**config.mk**
```make
export PLATFORM = sky130hd
export DESIGN_NAME = mlp_tanh_two_layer_inference_core
export DESIGN_NICKNAME = d
export VERILOG_FILES = /design/src/mtt_pkg.sv /design/src/mtt_front.sv /design/src/mtt_queue.sv /design/src/mtt_back.sv /design/src/mlp_tanh_two_layer_inference_core.sv
export SDC_FILE = /design/constraint.sdc
export NUM_CORES = 2
export LEC_CHECK = 0
export ABC_CLOCK_PERIOD_IN_PS = 5850
export BUFFER_PORTS_ARGS = -buffer_cell sky130_fd_sc_hd__buf_2
export CAP_MARGIN = 20
export CORE_MARGIN = 2
export CORE_UTILIZATION = 30
export CTS_CLUSTER_DIAMETER = 100
export DETAILED_ROUTE_END_ITERATION = 8
export PLACE_DENSITY = 0.42
export SLEW_MARGIN = 20
export SYNTH_ARGS = -nofsm -noshare
export SYNTH_HDL_FRONTEND = slang
export SYNTH_SLANG_ARGS = --single-unit
export TNS_END_PERCENT = 30
```
**constraint.sdc**
```tcl
create_clock -name clk -period 5.85 [get_ports clk]
set_clock_uncertainty 0.05 [all_clocks]
set_input_delay 0.585 -clock clk [delete_from_list [all_inputs] [get_ports clk]]
set_output_delay 0.585 -clock clk [all_outputs]
set_load 0.03 [all_outputs]
```
**src/mtt_pkg.sv**
```systemverilog
// Shared types, constants and the tanh lookup table of the tanh perceptron core.
package mtt_pkg;

  localparam int ACT_W = 13;
  localparam int WEIGHT_W = 16;
  localparam int SENSOR_W = 16;
  localparam int INDEX_W = 7;
  localparam int QUEUE_DEPTH = 2;
  localparam int OFFSET_Q11 = 410;
  localparam int TANH_SPAN = 8192;
  localparam int TANH_ONE = 2048;

  typedef logic signed [ACT_W-1:0] act_t;
  typedef act_t tanh_rom_t [256];

  typedef struct packed {
    logic                       infer;
    logic [INDEX_W-1:0]         index;
    logic signed [WEIGHT_W-1:0] value;
    act_t                       act_a;
    act_t                       act_b;
  } mtt_entry_t;

  // Shift-and-subtract division used only while the table is built.
  function automatic logic [63:0] udiv64(input logic [63:0] num, input logic [63:0] den);
    logic [64:0] rem;
    logic [63:0] quo;
    rem = '0;
    quo = '0;
    for (int b = 63; b >= 0; b--) begin
      rem = {rem[63:0], num[b]};
      if (rem >= {1'b0, den}) begin
        rem = rem - {1'b0, den};
        quo[b] = 1'b1;
      end
    end
    return quo;
  endfunction

  // Entry k holds round(2048*tanh(t)) at the center t of its 1/32 wide span.
  function automatic tanh_rom_t build_tanh_rom();
    tanh_rom_t rom;
    logic [63:0] sum;
    logic [63:0] term;
    logic [63:0] n;
    logic [63:0] q;
    logic [63:0] q2;
    logic [63:0] e;
    logic [63:0] num;
    logic [63:0] den;
    logic [63:0] v;
    logic [63:0] one;
    one = 64'd1 << 24;
    sum = '0;
    term = 64'd1 << 48;
    n = 64'd1;
    while (term != 0) begin
      sum = sum + term;
      term = udiv64(term >> 5, n);
      n = n + 64'd1;
    end
    q = (sum + (64'd1 << 23)) >> 24;
    q2 = (q * q + (64'd1 << 23)) >> 24;
    e = q;
    for (int m = 0; m < 128; m++) begin
      num = (e - one) * 64'd4096 + (e + one);
      den = 64'd2 * (e + one);
      v = udiv64(num, den);
      rom[128 + m] = v[ACT_W-1:0];
      rom[127 - m] = -v[ACT_W-1:0];
      e = (e * q2 + (64'd1 << 23)) >> 24;
    end
    return rom;
  endfunction

  localparam tanh_rom_t TANH_ROM = build_tanh_rom();

  // The argument must already be clamped to the closed span of plus or minus 4.0.
  function automatic act_t tanh_q11(input logic signed [14:0] x);
    logic [14:0] sh;
    sh = x + 15'sd8192;
    if (x >= 15'sd8192) begin
      return act_t'(TANH_ONE);
    end
    return TANH_ROM[sh[13:6]];
  endfunction

endpackage

```
**src/mtt_front.sv**
```systemverilog
// Request front end: classifies requests and applies the input tanh stage.
module mtt_front (
  input  logic                          clk,
  input  logic                          rst_n,
  input  logic                          in_push,
  output logic                          in_full,
  input  logic                          in_action,
  input  logic [6:0]                    in_weight_index,
  input  logic signed [15:0]            in_weight_value,
  input  logic signed [15:0]            in_sensor_a,
  input  logic signed [15:0]            in_sensor_b,
  output logic                          q_push,
  input  logic                          q_full,
  output mtt_pkg::mtt_entry_t           q_entry,
  input  logic [7:0]                    store_depth_m1
);
  import mtt_pkg::*;

  logic       vld_r;
  logic       vld_nxt;
  logic       accept;
  logic       keep;
  mtt_entry_t ent_r;
  mtt_entry_t ent_nxt;

  // Below the table span the result is minus one, not the lowest table entry.
  function automatic act_t sensor_act(input logic signed [15:0] s);
    logic signed [16:0] t;
    logic signed [14:0] xc;
    t = {s[15], s} + 17'sd410;
    if (t < -17'sd8192) begin
      return -act_t'(TANH_ONE);
    end else if (t > 17'sd8192) begin
      xc = 15'sd8192;
    end else begin
      xc = t[14:0];
    end
    return tanh_q11(xc);
  endfunction

  assign in_full = vld_r && q_full;
  assign accept = in_push && !in_full;
  assign keep = in_action || ({1'b0, in_weight_index} <= store_depth_m1);
  assign q_push = vld_r && !q_full;
  assign q_entry = ent_r;

  always_comb begin
    ent_nxt.infer = in_action;
    ent_nxt.index = in_weight_index;
    ent_nxt.value = in_weight_value;
    ent_nxt.act_a = sensor_act(in_sensor_a);
    ent_nxt.act_b = sensor_act(in_sensor_b);
    vld_nxt = vld_r && q_full;
    if (accept && keep) begin
      vld_nxt = 1'b1;
    end
  end

  always_ff @(posedge clk) begin
    if (!rst_n) begin
      vld_r <= 1'b0;
    end else begin
      vld_r <= vld_nxt;
    end
  end

  always_ff @(posedge clk) begin
    if (accept) begin
      ent_r <= ent_nxt;
    end
  end

endmodule

```
**src/mtt_queue.sv**
```systemverilog
// Short request queue between the front end and the compute engine.
module mtt_queue (
  input  logic                clk,
  input  logic                rst_n,
  input  logic                push,
  output logic                full,
  input  mtt_pkg::mtt_entry_t push_entry,
  output logic                vld,
  input  logic                pop,
  output mtt_pkg::mtt_entry_t head
);
  import mtt_pkg::*;

  localparam int PTR_W = (QUEUE_DEPTH > 1) ? $clog2(QUEUE_DEPTH) : 1;
  localparam int CNT_W = $clog2(QUEUE_DEPTH + 1);

  mtt_entry_t       slot_r [QUEUE_DEPTH];
  logic [PTR_W-1:0] wr_ptr_r;
  logic [PTR_W-1:0] rd_ptr_r;
  logic [CNT_W-1:0] cnt_r;
  logic [PTR_W-1:0] wr_ptr_nxt;
  logic [PTR_W-1:0] rd_ptr_nxt;
  logic [CNT_W-1:0] cnt_nxt;
  logic             do_push;
  logic             do_pop;

  assign full = cnt_r == CNT_W'(QUEUE_DEPTH);
  assign vld = cnt_r != '0;
  assign head = slot_r[rd_ptr_r];
  assign do_push = push && !full;
  assign do_pop = pop && vld;

  always_comb begin
    wr_ptr_nxt = wr_ptr_r;
    rd_ptr_nxt = rd_ptr_r;
    cnt_nxt = cnt_r;
    if (do_push) begin
      wr_ptr_nxt = (wr_ptr_r == PTR_W'(QUEUE_DEPTH - 1)) ? '0 : wr_ptr_r + 1'b1;
    end
    if (do_pop) begin
      rd_ptr_nxt = (rd_ptr_r == PTR_W'(QUEUE_DEPTH - 1)) ? '0 : rd_ptr_r + 1'b1;
    end
    if (do_push && !do_pop) begin
      cnt_nxt = cnt_r + 1'b1;
    end else if (do_pop && !do_push) begin
      cnt_nxt = cnt_r - 1'b1;
    end
  end

  always_ff @(posedge clk) begin
    if (!rst_n) begin
      wr_ptr_r <= '0;
      rd_ptr_r <= '0;
      cnt_r <= '0;
    end else begin
      wr_ptr_r <= wr_ptr_nxt;
      rd_ptr_r <= rd_ptr_nxt;
      cnt_r <= cnt_nxt;
    end
  end

  always_ff @(posedge clk) begin
    if (do_push) begin
      slot_r[wr_ptr_r] <= push_entry;
    end
  end

endmodule

```
**src/mtt_back.sv**
```systemverilog
// Compute engine: weight store, multiply-accumulate pipeline and result register.
module mtt_back #(
  parameter int HIDDEN_COUNT = 20
) (
  input  logic                   clk,
  input  logic                   rst_n,
  input  logic                   q_vld,
  input  mtt_pkg::mtt_entry_t    q_entry,
  output logic                   q_pop,
  output logic                   out_empty,
  input  logic                   out_pop,
  output logic signed [12:0]     out_drive_a,
  output logic signed [12:0]     out_drive_b
);
  import mtt_pkg::*;

  localparam int STORE_DEPTH = HIDDEN_COUNT * 4;
  localparam int ADDR_W = $clog2(STORE_DEPTH);
  localparam int NODE_W = (HIDDEN_COUNT > 1) ? $clog2(HIDDEN_COUNT) : 1;
  localparam int ACC_W = 30 + $clog2(HIDDEN_COUNT);
  localparam int PROD_W = ACT_W + WEIGHT_W;
  localparam logic signed [ACC_W-1:0] RND_HALF = ACC_W'(1024);
  localparam logic signed [ACC_W-1:0] SPAN_HI = ACC_W'(TANH_SPAN);
  localparam logic signed [ACC_W-1:0] SPAN_LO = -ACC_W'(TANH_SPAN);

  typedef enum logic [5:0] {
    S_IDLE  = 6'b000001,
    S_HID   = 6'b000010,
    S_HWAIT = 6'b000100,
    S_OUT   = 6'b001000,
    S_OWAIT = 6'b010000,
    S_DONE  = 6'b100000
  } state_t;

  typedef struct packed {
    logic              first;
    logic              last;
    logic              out_phase;
    logic              oidx;
    logic [NODE_W-1:0] node;
  } tag_t;

  state_t state_r;
  state_t state_nxt;

  logic signed [WEIGHT_W-1:0] wmem [STORE_DEPTH];
  act_t                       hmem [HIDDEN_COUNT];

  logic [ADDR_W-1:0] waddr_r;
  logic [ADDR_W-1:0] waddr_nxt;
  logic [NODE_W-1:0] j_r;
  logic [NODE_W-1:0] j_nxt;
  logic              sub_r;
  logic              sub_nxt;
  act_t              act_a_r;
  act_t              act_b_r;

  logic              issue;
  logic              is_out;
  logic              last_j;
  logic              wr_en;
  logic              pipe_busy;
  logic              load_out;
  tag_t              tag_nxt;

  logic                       s1_v_r;
  tag_t                       s1_tag_r;
  act_t                       s1_act_r;
  logic signed [WEIGHT_W-1:0] w_q_r;
  act_t                       h_q_r;
  act_t                       s1_op;
  logic                       s2_v_r;
  tag_t                       s2_tag_r;
  logic signed [PROD_W-1:0]   prod_r;
  logic signed [PROD_W-1:0]   prod_nxt;
  logic                       s3_v_r;
  tag_t                       s3_tag_r;
  logic signed [ACC_W-1:0]    acc_r;
  logic signed [ACC_W-1:0]    rnd;
  logic signed [14:0]         xc;
  act_t                       th;

  act_t drv_a_r;
  act_t drv_b_r;
  logic out_vld_r;
  act_t out_a_r;
  act_t out_b_r;

  assign q_pop = (state_r == S_IDLE) && q_vld;
  assign wr_en = q_pop && !q_entry.infer;
  assign issue = (state_r == S_HID) || (state_r == S_OUT);
  assign is_out = state_r == S_OUT;
  assign last_j = j_r == NODE_W'(HIDDEN_COUNT - 1);
  assign pipe_busy = s1_v_r || s2_v_r || s3_v_r;
  assign load_out = (state_r == S_DONE) && (!out_vld_r || out_pop);

  assign out_empty = !out_vld_r;
  assign out_drive_a = out_a_r;
  assign out_drive_b = out_b_r;

  always_comb begin
    tag_nxt.out_phase = is_out;
    tag_nxt.oidx = sub_r;
    tag_nxt.node = j_r;
    tag_nxt.first = is_out ? (j_r == '0) : !sub_r;
    tag_nxt.last = is_out ? last_j : sub_r;
  end

  always_comb begin
    state_nxt = state_r;
    waddr_nxt = waddr_r;
    j_nxt = j_r;
    sub_nxt = sub_r;
    case (state_r)
      S_IDLE: begin
        waddr_nxt = '0;
        j_nxt = '0;
        sub_nxt = 1'b0;
        if (q_pop && q_entry.infer) begin
          state_nxt = S_HID;
        end
      end
      S_HID: begin
        waddr_nxt = waddr_r + 1'b1;
        sub_nxt = !sub_r;
        if (sub_r) begin
          j_nxt = last_j ? '0 : j_r + 1'b1;
          if (last_j) begin
            state_nxt = S_HWAIT;
          end
        end
      end
      S_HWAIT: begin
        if (!pipe_busy) begin
          state_nxt = S_OUT;
        end
      end
      S_OUT: begin
        waddr_nxt = waddr_r + 1'b1;
        j_nxt = last_j ? '0 : j_r + 1'b1;
        if (last_j) begin
          sub_nxt = 1'b1;
          if (sub_r) begin
            state_nxt = S_OWAIT;
          end
        end
      end
      S_OWAIT: begin
        if (!pipe_busy) begin
          state_nxt = S_DONE;
        end
      end
      S_DONE: begin
        if (load_out) begin
          state_nxt = S_IDLE;
        end
      end
      default: begin
        state_nxt = S_IDLE;
      end
    endcase
  end

  assign s1_op = s1_tag_r.out_phase ? h_q_r : s1_act_r;
  assign prod_nxt = s1_op * w_q_r;

  always_comb begin
    rnd = (acc_r + RND_HALF) >>> 11;
    if (rnd < SPAN_LO) begin
      xc = -15'sd8192;
    end else if (rnd > SPAN_HI) begin
      xc = 15'sd8192;
    end else begin
      xc = rnd[14:0];
    end
    th = tanh_q11(xc);
  end

  always_ff @(posedge clk) begin
    if (!rst_n) begin
      state_r <= S_IDLE;
      s1_v_r <= 1'b0;
      s2_v_r <= 1'b0;
      s3_v_r <= 1'b0;
      out_vld_r <= 1'b0;
    end else begin
      state_r <= state_nxt;
      s1_v_r <= issue;
      s2_v_r <= s1_v_r;
      s3_v_r <= s2_v_r && s2_tag_r.last;
      if (load_out) begin
        out_vld_r <= 1'b1;
      end else if (out_pop) begin
        out_vld_r <= 1'b0;
      end
    end
  end

  always_ff @(posedge clk) begin
    waddr_r <= waddr_nxt;
    j_r <= j_nxt;
    sub_r <= sub_nxt;
    if (q_pop && q_entry.infer) begin
      act_a_r <= q_entry.act_a;
      act_b_r <= q_entry.act_b;
    end
    s1_tag_r <= tag_nxt;
    s1_act_r <= sub_r ? act_b_r : act_a_r;
    s2_tag_r <= s1_tag_r;
    prod_r <= prod_nxt;
    if (s2_v_r) begin
      s3_tag_r <= s2_tag_r;
      acc_r <= s2_tag_r.first ? ACC_W'(prod_r) : acc_r + ACC_W'(prod_r);
    end
    if (s3_v_r && s3_tag_r.out_phase) begin
      if (s3_tag_r.oidx) begin
        drv_b_r <= th;
      end else begin
        drv_a_r <= th;
      end
    end
    if (load_out) begin
      out_a_r <= drv_a_r;
      out_b_r <= drv_b_r;
    end
  end

  always_ff @(posedge clk) begin
    if (wr_en) begin
      wmem[ADDR_W'(q_entry.index)] <= q_entry.value;
    end
    w_q_r <= wmem[waddr_r];
  end

  always_ff @(posedge clk) begin
    if (s3_v_r && !s3_tag_r.out_phase) begin
      hmem[s3_tag_r.node] <= th;
    end
    h_q_r <= hmem[j_r];
  end

  a_idle_pipe_empty: assert property (@(posedge clk) disable iff (!rst_n)
    (state_r == S_IDLE) |-> !s1_v_r && !s2_v_r && !s3_v_r)
    else $error("MAC pipeline busy while engine is idle");

  a_out_from_done: assert property (@(posedge clk) disable iff (!rst_n)
    $rose(out_vld_r) |-> $past(state_r == S_DONE))
    else $error("Result loaded outside the done state");

  a_sum_after_product: assert property (@(posedge clk) disable iff (!rst_n)
    s3_v_r |-> $past(s2_v_r && s2_tag_r.last))
    else $error("Finished sum without a closing product");

  a_node_range: assert property (@(posedge clk) disable iff (!rst_n)
    issue |-> (j_r <= NODE_W'(HIDDEN_COUNT - 1)))
    else $error("Node counter out of range");

endmodule

```
**src/mlp_tanh_two_layer_inference_core.sv**
```systemverilog
// Top level of the two-layer tanh perceptron inference core.
// A weight write request goes into the weight store as the engine takes it from the queue. An
// inference request runs one multiply-accumulate per cycle through a single multiplier fed by the
// one read port of the weight store, 2*HIDDEN_COUNT of them for the hidden layer and
// 2*HIDDEN_COUNT for the output layer, plus the pipeline drain after each layer. The front end
// takes new requests into a short queue while the engine works, and a finished result waits in
// an output register until popped.
// Writes to entries at or beyond 4*HIDDEN_COUNT are dropped; entries are undefined until written.
module mlp_tanh_two_layer_inference_core #(
  parameter int HIDDEN_COUNT = 20
) (
  input  logic               clk,
  input  logic               rst_n,
  input  logic               in_push,
  output logic               in_full,
  input  logic               in_action,
  input  logic [6:0]         in_weight_index,
  input  logic signed [15:0] in_weight_value,
  input  logic signed [15:0] in_sensor_a,
  input  logic signed [15:0] in_sensor_b,
  output logic               out_empty,
  input  logic               out_pop,
  output logic signed [12:0] out_drive_a,
  output logic signed [12:0] out_drive_b
);
  import mtt_pkg::*;

  localparam logic [7:0] STORE_DEPTH_M1 = 8'(HIDDEN_COUNT * 4 - 1);

  logic       fq_push;
  logic       fq_full;
  mtt_entry_t fq_entry;
  logic       q_vld;
  logic       q_pop;
  mtt_entry_t q_head;

  mtt_front u_front (
    .clk             (clk),
    .rst_n           (rst_n),
    .in_push         (in_push),
    .in_full         (in_full),
    .in_action       (in_action),
    .in_weight_index (in_weight_index),
    .in_weight_value (in_weight_value),
    .in_sensor_a     (in_sensor_a),
    .in_sensor_b     (in_sensor_b),
    .q_push          (fq_push),
    .q_full          (fq_full),
    .q_entry         (fq_entry),
    .store_depth_m1  (STORE_DEPTH_M1)
  );

  mtt_queue u_queue (
    .clk        (clk),
    .rst_n      (rst_n),
    .push       (fq_push),
    .full       (fq_full),
    .push_entry (fq_entry),
    .vld        (q_vld),
    .pop        (q_pop),
    .head       (q_head)
  );

  mtt_back #(
    .HIDDEN_COUNT (HIDDEN_COUNT)
  ) u_back (
    .clk         (clk),
    .rst_n       (rst_n),
    .q_vld       (q_vld),
    .q_entry     (q_head),
    .q_pop       (q_pop),
    .out_empty   (out_empty),
    .out_pop     (out_pop),
    .out_drive_a (out_drive_a),
    .out_drive_b (out_drive_b)
  );

endmodule
```
==> reports/qor.yml <==
cp.arrival_ns: 6.54
dieHeight_um: 553
clockBufferDepth: 4
io_pins: 88
outcome: "finished, violations left"
port_buffers: 87
grt_antenna_before_repair: 24
rsz0062_at_grt: "yes"
fp.coreArea_um2: 300000
clkTransAtPathRegs_ns: 0.06
cts_root_buffer: "clkbuf_16"
yosysWarnings: 0
die_x_um: 553
die-area_um2: 306000
drt_iter0_drc: 4888
cts_tree: "built"
period_share_pct: 100
dr.pass1.iters: 5
start_kind: "flip-flop"
grt_pass1_wl_um: 400000
ys_types: 94
clkLatencyLatePin_ns: 0.90
cts_max_level: 4
cts.sink_count: 1928
grt.overflow.total: 0
synth_area_per_cell_um2: 15.6
synth_area_um2: 90600
max-slew-margin-rel_pct: 14.1
regArea_um2: 56900
yosysSeqAreaShare_pct: 62.8
r2r_end: "u_back.prod_r[27]"
drive_gt1_share_pct: 25.1
violations: "setup timing"
holdPathStages: 3
gp_congestion: 0.900
ys_ff_latch: 1928
vias: 53900
wl_per_cell_um: 26.4
hold_violations: 0
setup_slack_ns: -0.0262
synth_edf_count: 1823
most-common-layout-cells: "1823 x edfxtp_1, 494 x mux4_2, 451 x nand2_1"
initial_core_util_pct: 30.2
tightest_slew_ns: 1.28
r2r_slack_ns: -0.03
final_common_cell: "edfxtp_1"
postRouteAntennaNets: 0
hp-class: "input port to flip-flop"
syn_inst: 5810
worstSetupPathType: "flip-flop to flip-flop"
nets: 6656
numCtsBuffers: 214
dp_hpwl_um: 177000
drc: 0
grt_max_degree: 129
syn_to_final_growth_pct: 17.3
async_flop_share_pct: 0
reg2reg_from: "u_back.s1_tag_r[6]"
period_minus_slack_ns: 5.88
finalMaxSlewViolations: 0
synth_ff_type: "edfxtp_1"
rows: 201
via_per_inst: 5.20
finalSetupViolCount: 4
crit_required_ns: 6.51
dp.cells: 9942
drt-total-wl_um: 274000
cp_max_fo: 6
multi_input_area_um2: 32300
cap_violations: 0
crit_start: "u_back.s1_tag_r[6]"
end_kind: "flip-flop"
synthesis.nets: 6227
crit_end: "u_back.prod_r[27]"
max_freq_ghz: 0.170
reg2reg_depth: 20
grt_pass1_vias: 55900
grt_use_total_pct: 17.6
stdcell_count: 10400
fillers: 28500
final cells by class:
class / instances / area share, %
Sequential cell: 1928 / 53.5
Inverter: 254 / 0.898
Multi-Input combinational cell: 3292 / 30.4
Clock buffer: 265 / 5.27
Timing Repair Buffer: 549 / 4.02
Clock inverter: 128 / 1.19
Tap cell: 3958 / 4.66
Antenna cell: 5 / 0.0118
cells in the mapped netlist (all sizes together) (38+ instances only):
| cell type | number | area, um^2 |
|---|---|---|
| o211ai | 38 | 285 |
| nor2 | 352 | 1320 |
| edfxtp | 1823 | 54700 |
| a211oi | 51 | 388 |
| nor3 | 66 | 345 |
| xnor2 | 68 | 596 |
| mux4 | 494 | 11100 |
| nand3 | 75 | 393 |
| fa | 196 | 3920 |
| ha | 161 | 2010 |
| o21ai | 213 | 1070 |
| and2 | 76 | 475 |
| xor2 | 48 | 420 |
| clkbuf | 252 | 947 |
| dfxtp | 105 | 2100 |
| mux2 | 86 | 968 |
| a21oi | 227 | 1140 |
| buf | 86 | 357 |
| inv | 253 | 950 |
| a31oi | 51 | 319 |
| nand2 | 459 | 1730 |
per-layer routing:
layer | vias up | share of wire (%) | global-route usage (%)
met4 | 12 | 2.5 | 4.62
met5 | - | 0.031 | 0
met1 | 28200 | 46 | 25.1
met2 | 1620 | 47 | 28.1
met3 | 435 | 5.0 | 2.37
li1 | 23600 | - | -
cells by family after synthesis:
logic type | synth area share [%]
flops | 62.8
buf+inv | 2.49
fa+ha+maj | 6.56
compound gates | 7.13
simple gates | 6.44
xor+xnor | 1.12
mux | 13.5
critical path: stages, from the launching register on:
cell	delay, ns
dfxtp_4	0.39
buf_8	0.14
buf_6	0.12
mux2_4	0.34
nand2_2	0.09
fa_1	0.44
fa_1	0.52
inv_1	0.05
fa_1	0.57
fa_1	0.46
fa_1	0.53
fa_2	0.48
ha_4	0.19
or3_4	0.32
o21ai_2	0.07
a211o_1	0.13
a41o_1	0.24
o211ai_1	0.11
buf_4	0.16
a311oi_2	0.27
xnor2_1	0.11
registers in the layout (all words and copies together), names as in the netlist, 13 cells and up, named ones only:
register            flops
u_back.s1_act_r        13
u_back.h_q_r           13
u_back.act_b_r         13
u_back.out_drive_a     13
u_front.q_entry        50
u_back.wmem          1280
u_queue.slot_r        100
u_back.acc_r           35
u_back.hmem           260
u_back.prod_r          29
u_back.out_drive_b     13
u_back.drv_b_r         13
u_back.act_a_r         13
u_back.w_q_r           16
u_back.drv_a_r         13
worst min-delay path by stage:
stage | endpoint | slack (ns) | startpoint
after floorplan | u_back.s2_tag_r[0] | 0.26 | u_back.s1_tag_r[0]
after global placement | u_back.s2_tag_r[7] | 0.26 | u_back.s1_tag_r[7]
after detailed placement | u_back.s2_tag_r[2] | 0.26 | u_back.s1_tag_r[2]
after CTS | u_front.vld_r | 0.02 | in_push
after global routing | u_front.vld_r | 0.07 | in_push
final | u_front.vld_r | 0.08 | in_push
repair_timing:
action | 4_1_cts | 5_1_grt
resized for setup | 35 | 40
hold buffers | 24 | 0
cloned | 1 | 1
pin swaps | 25 | 40
setup buffers | 11 | 4
endpoints found under the hold margin | 24 | 0
endpoints found under the setup margin | 10 | 57
per-stage QoR:
| stage | util (%) | hold slack (ns) | setup WS (ns) | TNS (ns) | area [um^2] |
|---|---|---|---|---|---|
| 5_1_grt | 35.4 | 0.0673 | -0.299 | -2.10 | 106000 |
| 4_1_cts | 35.3 | 0.0213 | -0.0700 | -0.328 | 106000 |
| 2_1_floorplan | - | 0.260 | 0.0122 | 0 | 90700 |
| 6_report | 35.4 | 0.0777 | -0.0262 | -0.0728 | 106000 |
| 3_3_place_gp | 32.9 | 0.260 | -0.380 | -2.89 | 98600 |
| 3_5_place_dp | 32.9 | 0.263 | -0.382 | -2.89 | 98700 |
Power is left out: the tool's default activity adds up to more than one toggle a clock period on the data nets, which glitch-free logic cannot reach.
